File: config.mk
export PLATFORM = sky130hd
export DESIGN_NAME = selective_repeat_receiver
export DESIGN_NICKNAME = d
export VERILOG_FILES = /design/src/hw/rtl/srr_pkg.sv /design/src/hw/rtl/srr_queue.sv /design/src/hw/rtl/srr_front.sv /design/src/hw/rtl/srr_back.sv /design/src/hw/rtl/selective_repeat_receiver.sv
export SDC_FILE = /design/constraint.sdc
export NUM_CORES = 1
export LEC_CHECK = 0
export ABC_AREA = 1
export BUFFER_PORTS_ARGS = -buffer_cell sky130_fd_sc_hd__buf_2
export CAP_MARGIN = 20
export CELL_PAD_IN_SITES_DETAIL_PLACEMENT = 1
export CELL_PAD_IN_SITES_GLOBAL_PLACEMENT = 1
export CORE_MARGIN = 2
export CORE_UTILIZATION = 47
export DETAILED_ROUTE_END_ITERATION = 6
export PLACE_DENSITY_LB_ADDON = 0.1
export SLEW_MARGIN = 20
export SYNTH_ARGS = -nofsm -noshare
export SYNTH_HDL_FRONTEND = slang
export SYNTH_SLANG_ARGS = --single-unit
File: constraint.sdc
create_clock -name clk -period 5.25 [get_ports clk]
set_input_delay 0.525 -clock clk [delete_from_list [all_inputs] [get_ports clk]]
set_output_delay 0.525 -clock clk [all_outputs]
set_load 0.01 [all_outputs]
File: src/hw/rtl/srr_pkg.sv
// Shared types and constants of the selective-repeat receiver.
`timescale 1ns / 1ps
`default_nettype none
package srr_pkg;

  localparam int WINDOW      = 4;
  localparam int SEQ_BITS    = 16;
  localparam int IDX_W       = (WINDOW > 1) ? $clog2(WINDOW) : 1;
  localparam int QUEUE_DEPTH = 2;

  localparam int SPAN_BITS  = 3;
  localparam int TOTAL_BITS = 16;
  localparam int CFG_BITS   = 16;

  localparam logic [SPAN_BITS-1:0]  SPAN_RESET  = SPAN_BITS'(4);
  localparam logic [TOTAL_BITS-1:0] TOTAL_RESET = TOTAL_BITS'(27);

  typedef enum logic {
    REG_WINDOW_SPAN  = 1'b0,
    REG_TOTAL_FRAMES = 1'b1
  } srr_reg_t;

  typedef enum logic [1:0] {
    KIND_ACK     = 2'd0,
    KIND_NACK    = 2'd1,
    KIND_DELIVER = 2'd2
  } srr_kind_t;

  typedef struct packed {
    logic [SEQ_BITS-1:0] seq;
    logic [31:0]         payload;
    logic                frame_ok;
  } srr_in_t;

  typedef struct packed {
    srr_kind_t           reply_kind;
    logic [SEQ_BITS-1:0] frame_seq;
    logic [31:0]         frame_word;
    logic                last_of_run;
  } srr_out_t;

  typedef struct packed {
    logic full;
    logic empty;
  } srr_q_stat_t;

endpackage
`default_nettype wire

File: src/hw/rtl/srr_queue.sv
// Short result queue between the frame classifier and the output stage.
`timescale 1ns / 1ps
`default_nettype none
module srr_queue
  import srr_pkg::*;
(
  input  wire logic        clk,
  input  wire logic        rst,
  input  wire logic        push,
  input  srr_out_t         push_item,
  input  wire logic        pop,
  output srr_out_t         pop_item,
  output srr_q_stat_t      stat
);

  localparam int PTR_W = (QUEUE_DEPTH > 1) ? $clog2(QUEUE_DEPTH) : 1;
  localparam int CNT_W = $clog2(QUEUE_DEPTH + 1);

  srr_out_t         mem [QUEUE_DEPTH];
  logic [PTR_W-1:0] wr_ptr;
  logic [PTR_W-1:0] rd_ptr;
  logic [CNT_W-1:0] count;
  logic             do_push;
  logic             do_pop;

  assign stat.full  = (count == CNT_W'(QUEUE_DEPTH));
  assign stat.empty = (count == '0);
  assign do_push    = push && !stat.full;
  assign do_pop     = pop && !stat.empty;
  assign pop_item   = mem[rd_ptr];

  always_ff @(posedge clk) begin
    if (rst) begin
      wr_ptr <= '0;
      rd_ptr <= '0;
      count  <= '0;
    end else begin
      if (do_push) begin
        wr_ptr <= (wr_ptr == PTR_W'(QUEUE_DEPTH - 1)) ? '0 : wr_ptr + 1'b1;
      end
      if (do_pop) begin
        rd_ptr <= (rd_ptr == PTR_W'(QUEUE_DEPTH - 1)) ? '0 : rd_ptr + 1'b1;
      end
      if (do_push && !do_pop) begin
        count <= count + 1'b1;
      end else if (do_pop && !do_push) begin
        count <= count - 1'b1;
      end
    end
  end

  always_ff @(posedge clk) begin
    if (do_push) begin
      mem[wr_ptr] <= push_item;
    end
  end

endmodule
`default_nettype wire

File: src/hw/rtl/srr_front.sv
// Frame classifier, reorder slots and in-order delivery sequencer.
`timescale 1ns / 1ps
`default_nettype none
module srr_front
  import srr_pkg::*;
(
  input  wire logic                clk,
  input  wire logic                rst,
  input  wire logic                cfg_wr_en,
  input  wire logic                cfg_index,
  input  wire logic [CFG_BITS-1:0] cfg_data,
  input  wire logic                in_valid,
  output logic                     in_stall,
  input  srr_in_t                  in_item,
  input  srr_q_stat_t              q_stat,
  output logic                     push,
  output srr_out_t                 push_item
);

  typedef enum logic {
    S_IDLE,
    S_DRAIN
  } state_t;

  state_t                  state;
  logic [SPAN_BITS-1:0]    window_span;
  logic [TOTAL_BITS-1:0]   total_frames;
  logic [SEQ_BITS-1:0]     next_expected;
  logic [IDX_W-1:0]        head;
  logic                    slot_full [WINDOW];
  logic [31:0]             slot_word [WINDOW];

  logic [SEQ_BITS-1:0]     span_ext;
  logic [SEQ_BITS-1:0]     diff;
  logic                    is_old;
  logic                    is_outside;
  logic                    store;
  logic [IDX_W:0]          idx_sum;
  logic [IDX_W-1:0]        idx;
  logic [IDX_W-1:0]        head_next;
  logic                    accept;
  srr_out_t                reply_item;
  srr_out_t                deliver_item;

  always_comb begin
    if (window_span == '0) begin
      span_ext = SEQ_BITS'(1);
    end else if (32'(window_span) > WINDOW) begin
      span_ext = SEQ_BITS'(WINDOW);
    end else begin
      span_ext = SEQ_BITS'(window_span);
    end
  end

  assign diff       = in_item.seq - next_expected;
  assign is_old     = in_item.seq < next_expected;
  assign is_outside = (diff >= span_ext) || (32'(in_item.seq) >= 32'(total_frames));
  assign store      = in_item.frame_ok && !is_old && !is_outside;

  assign idx_sum = {1'b0, head} + diff[IDX_W:0];
  assign idx     = (idx_sum >= (IDX_W + 1)'(WINDOW)) ?
                   IDX_W'(idx_sum - (IDX_W + 1)'(WINDOW)) : idx_sum[IDX_W-1:0];

  assign head_next = (head == IDX_W'(WINDOW - 1)) ? '0 : head + 1'b1;

  always_comb begin
    reply_item.frame_seq   = in_item.seq;
    reply_item.frame_word  = '0;
    reply_item.last_of_run = !(store && ((in_item.seq == next_expected) || slot_full[head]));
    if (!in_item.frame_ok) begin
      reply_item.reply_kind = KIND_NACK;
    end else if (is_old) begin
      reply_item.reply_kind = KIND_ACK;
    end else if (is_outside) begin
      reply_item.reply_kind = KIND_NACK;
    end else begin
      reply_item.reply_kind = KIND_ACK;
    end
  end

  assign deliver_item.reply_kind  = KIND_DELIVER;
  assign deliver_item.frame_seq   = next_expected;
  assign deliver_item.frame_word  = slot_word[head];
  assign deliver_item.last_of_run = !((head_next != head) && slot_full[head_next]);

  assign in_stall  = (state != S_IDLE) || q_stat.full;
  assign accept    = in_valid && !in_stall;
  assign push      = (state == S_IDLE) ? accept : !q_stat.full;
  assign push_item = (state == S_IDLE) ? reply_item : deliver_item;

  always_ff @(posedge clk) begin
    if (rst) begin
      state         <= S_IDLE;
      window_span   <= SPAN_RESET;
      total_frames  <= TOTAL_RESET;
      next_expected <= '0;
      head          <= '0;
      for (int i = 0; i < WINDOW; i++) begin
        slot_full[i] <= 1'b0;
      end
    end else begin
      if (cfg_wr_en) begin
        unique case (cfg_index)
          REG_WINDOW_SPAN:  window_span  <= cfg_data[SPAN_BITS-1:0];
          REG_TOTAL_FRAMES: total_frames <= cfg_data[TOTAL_BITS-1:0];
          default:          ;
        endcase
      end
      unique case (state)
        S_IDLE: begin
          if (accept && store) begin
            slot_full[idx] <= 1'b1;
            if (!reply_item.last_of_run) begin
              state <= S_DRAIN;
            end
          end
        end
        S_DRAIN: begin
          if (!q_stat.full) begin
            slot_full[head] <= 1'b0;
            next_expected   <= next_expected + 1'b1;
            head            <= head_next;
            if (deliver_item.last_of_run) begin
              state <= S_IDLE;
            end
          end
        end
        default: state <= S_IDLE;
      endcase
    end
  end

  always_ff @(posedge clk) begin
    if (state == S_IDLE && accept && store) begin
      slot_word[idx] <= in_item.payload;
    end
  end

endmodule
`default_nettype wire

File: src/hw/rtl/srr_back.sv
// Output stage: drains the result queue into a held output register.
`timescale 1ns / 1ps
`default_nettype none
module srr_back
  import srr_pkg::*;
(
  input  wire logic   clk,
  input  wire logic   rst,
  input  srr_q_stat_t q_stat,
  input  srr_out_t    q_item,
  output logic        pop,
  output logic        out_valid,
  input  wire logic   out_stall,
  output srr_out_t    out_item
);

  assign pop = !q_stat.empty && (!out_valid || !out_stall);

  always_ff @(posedge clk) begin
    if (rst) begin
      out_valid <= 1'b0;
    end else if (pop) begin
      out_valid <= 1'b1;
    end else if (!out_stall) begin
      out_valid <= 1'b0;
    end
  end

  always_ff @(posedge clk) begin
    if (pop) begin
      out_item <= q_item;
    end
  end

endmodule
`default_nettype wire

File: src/hw/rtl/selective_repeat_receiver.sv
// Top level of the selective-repeat receiver.
`timescale 1ns / 1ps
`default_nettype none
// Receiver side of selective-repeat ARQ. Each accepted item is one arriving
// frame; it first yields an ACK or NACK item, and a frame that completes the
// in-order run then releases one delivered-frame item per stored slot, the
// final one marked last_of_run (up to WINDOW of them). Input stalls while
// the delivery sequencer reads one reorder slot per cycle, whenever the
// result queue is not full; a 2-entry result queue and an output register
// let input and output stall independently. Configuration writes take
// effect at the next edge and must be issued while the block is idle.
module selective_repeat_receiver
  import srr_pkg::*;
(
  input  wire logic                clk,
  input  wire logic                rst,
  input  wire logic                cfg_wr_en,
  input  wire logic                cfg_index,
  input  wire logic [CFG_BITS-1:0] cfg_data,
  input  wire logic                in_valid,
  output logic                     in_stall,
  input  srr_in_t                  in_item,
  output logic                     out_valid,
  input  wire logic                out_stall,
  output srr_out_t                 out_item
);

  srr_q_stat_t q_stat;
  logic        push;
  srr_out_t    push_item;
  logic        pop;
  srr_out_t    pop_item;

  srr_front u_front (
    .clk       (clk),
    .rst       (rst),
    .cfg_wr_en (cfg_wr_en),
    .cfg_index (cfg_index),
    .cfg_data  (cfg_data),
    .in_valid  (in_valid),
    .in_stall  (in_stall),
    .in_item   (in_item),
    .q_stat    (q_stat),
    .push      (push),
    .push_item (push_item)
  );

  srr_queue u_queue (
    .clk       (clk),
    .rst       (rst),
    .push      (push),
    .push_item (push_item),
    .pop       (pop),
    .pop_item  (pop_item),
    .stat      (q_stat)
  );

  srr_back u_back (
    .clk       (clk),
    .rst       (rst),
    .q_stat    (q_stat),
    .q_item    (pop_item),
    .pop       (pop),
    .out_valid (out_valid),
    .out_stall (out_stall),
    .out_item  (out_item)
  );

endmodule
`default_nettype wire
==> impl_metrics.env <==
export IMPL_max_stage_delay_ps=610
export IMPL_synthesis_area_um2=14200
export IMPL_grt_pass1_vias=10515
export IMPL_hpwlAfterDp_um=25000
export IMPL_path_class="reg -> reg"
export IMPL_setup_viol=0
export IMPL_status="finished clean"
export IMPL_worstPathArrival_ps=4100
export IMPL_end_kind="register"
export IMPL_slew_headroom=0.354
export IMPL_power_mw=7.00
export IMPL_cts_buffer_depth=3
export IMPL_drc_errors=0
export IMPL_tns_ps=0
export IMPL_gp_congestion=0.854
export IMPL_ys_ff_latch=330
export IMPL_crit_slowest_cell="nor2_4"
export IMPL_numCtsBuffers=36
export IMPL_worst_pin_slew_ps=967
export IMPL_path_cells="ha_1, fa_1, xnor2_1, ha_1, nor2_1, nand2_1, a21oi_1, nand2_1, nor2_1, nand3_1, nor2_1, nand3_1, nor2_1, nand3_1, nor2_2, nand2_1, nor2_4, buf_4"
export IMPL_grt_overflow=0
export IMPL_postCtsSetupRepairBufs=0
export IMPL_n_fill_cell=3270
export IMPL_crit_buf_inv=1
export IMPL_firstDrtPassIters=5
export IMPL_post_route_min_period_ps=3870
export IMPL_regArea_um2=9460
export IMPL_slew_viol_final=0
export IMPL_clkSlewWorstSetupHoldPaths_ps=60
export IMPL_grt_pass1_wl_um=57700
export IMPL_antenna_found_initial=2
export IMPL_ant_nets=0
export IMPL_yosysTopAreaCellShare=0.603
export IMPL_peakVddDrop_v=0.000252
export IMPL_synthTopCellsByArea="edfxtp_1 60%, nand2_1 8.5%, dfxtp_1 6.4%"
export IMPL_avgRoutedWirePerCell_um=19.3
export IMPL_final_cell_mix="320 x nand2_1, 285 x edfxtp_1, 182 x nor2_1, 123 x inv_1, 123 x buf_2"
export IMPL_max_cap_viol_count=0
export IMPL_skew_ps=21.1
export IMPL_crit_fanout=19
export IMPL_via_count=9939
export IMPL_portBuffers=123
export IMPL_rows=63
export IMPL_powerDensity_nw_per_um2=426
export IMPL_worstHoldPathType="in -> reg"
export IMPL_final_area_um2=16400
export IMPL_leakage_nw=6.61
export IMPL_design_die_area_um2=31600
export IMPL_r2r_slack_ps=1380
export IMPL_worstSetupStartpointType="register"
export IMPL_clock_sinks=330
export IMPL_viasPerCell=5.26
export IMPL_start_util=0.478
export IMPL_place_area_um2=15300
export IMPL_clock_latency_ps=520
export IMPL_synth_distinct_cells=43
export IMPL_worstRegToRegCells=18
export IMPL_floorplan_core_area_um2=29600
export IMPL_drt_total_wl_um=36500
export IMPL_multi_input_area_um2=4110
export IMPL_num_io_pins=124
export IMPL_hold_slack_ps=224
export IMPL_netlist_instances=1345
export IMPL_die_w_um=178
export IMPL_ctsHoldBuffers=0
export IMPL_fmax_ghz=0.258
export IMPL_yosysWarnings=0
export IMPL_fp_dieH_um=178
export IMPL_gr_usage_all_layers=0.240
export IMPL_fin_crit_sh=0.738
export IMPL_syn_nets=1456
export IMPL_required_ps=5470
export IMPL_rsz0062_at_grt="no"
export IMPL_crit_family="simple AND/OR/NAND/NOR gates"
export IMPL_grt_max_degree=67
export IMPL_ys_flop_type="edfxtp_1"
export IMPL_first_iter_violations=507
export IMPL_hold_violations=0
export IMPL_cp_num_cells=18
export IMPL_cts_root_buffer="clkbuf_16"
export IMPL_cpMostUsedCell="nor2_1"
export IMPL_synth_largest_area_cell="edfxtp_1"
export IMPL_layout_nets=1587
export IMPL_cts_resized=0
export IMPL_synth_avg_cell_area_um2=10.5
export IMPL_syn2layout_area_growth_pct=15.9
export IMPL_synth_edf_count=285
export IMPL_drive_above_1_share=0.152
export IMPL_mostFrequentLayoutCell="nand2_1"
export IMPL_yosysSeqAreaShare=0.667
export IMPL_cts_tree="done"
export IMPL_cts_max_level=2
export IMPL_holdPathStages=1
export IMPL_synthArstFlopShare=0
## power breakdown
| group | total, mW | switching, mW | internal (mW) |
|---|---|---|---|
| sequential | 3.41 | 0.0948 | 3.31 |
| clock | 2.52 | 1.00 | 1.52 |
| combinational | 1.07 | 0.758 | 0.313 |
| total | 7.00 | 1.85 | 5.15 |
## through the flow
step | utilization | cells | setup slack, ps
6_report | 0.555 | 1890 | 1380
2_1_floorplan | - | 1345 | 936
4_1_cts | 0.555 | 1889 | 1320
5_1_grt | 0.555 | 1889 | 1030
3_5_place_dp | 0.515 | 1828 | 1030
3_3_place_gp | 0.515 | 1828 | 1210
## worst paths after layout
path                                          from                                   end
min                                    in_item[31]    u_front.slot_word[0][30]$_DFFE_PP_
max reg2reg  u_front.next_expected[0]$_SDFFE_PP0P_    u_front.slot_word[3][21]$_DFFE_PP_
max          u_front.next_expected[0]$_SDFFE_PP0P_    u_front.slot_word[3][21]$_DFFE_PP_
min reg2reg   u_front.total_frames[5]$_SDFFE_PP0P_  u_front.total_frames[5]$_SDFFE_PP0P_
## cells by family (layout without fill, tap and decap cells)
logic type | after synthesis | after routing | share of synthesized area
flops | 330 | 330 | 0.667
other cells | 0 | 1 | 0
xor+xnor | 4 | 4 | 0.00247
simple gates | 585 | 585 | 0.169
buf+inv | 173 | 327 | 0.0462
compound gates | 213 | 213 | 0.0797
fa+ha+maj | 40 | 40 | 0.0358
## synthesized netlist by cell type, types with 3 or more instances
master,n
nor2_4,4
ha_1,39
o21ai_0,113
o211ai_1,6
nor2_1,188
nand2_1,320
inv_1,124
dfxtp_1,45
nor3_1,6
nand3_2,3
nand2_2,10
a21oi_1,80
nor2_2,4
edfxtp_1,285
buf_1,7
nand3_1,32
nand4_1,8
clkbuf_1,37
## layout make-up
class | count | area share
antenna | 1 | 0.000152
timing repair buffer | 138 | 0.0443
tap | 390 | 0.0297
multi-input combinational | 842 | 0.250
clock inverter | 18 | 0.0138
clock buffer | 43 | 0.0570
inverter | 128 | 0.0295
sequential | 330 | 0.575
## worst register-to-register path, delay by kind of cell, from the launching register on
family,cells,cell delay [ps]
buffers and inverters,1,300
adder cells (fa/ha/maj),3,880
XOR/XNOR,1,150
AND/OR/NAND/NOR,12,1740
AO/OA/AOI/OAI,1,140
flip-flops,1,360
## metal layers
layer	vias up	global-route usage	routed length [um]
li1	4803	-	-
met1	4875	0.323	16600
met2	202	0.410	17600
met3	59	0.0302	1470
met4	0	0.0649	800
met5	-	0	0
## sequential cells by signal, summed over array words and instances (netlist names), 2 cells and up, named ones only
register	cells
u_front.window_span	3
u_front.head	2
u_queue.mem	102
u_front.total_frames	16
u_front.slot_word	128
u_queue.count	2
u_back.out_item	51
u_front.slot_full	4
u_front.next_expected	16
Note: power is estimated with default switching activity, not from simulation.
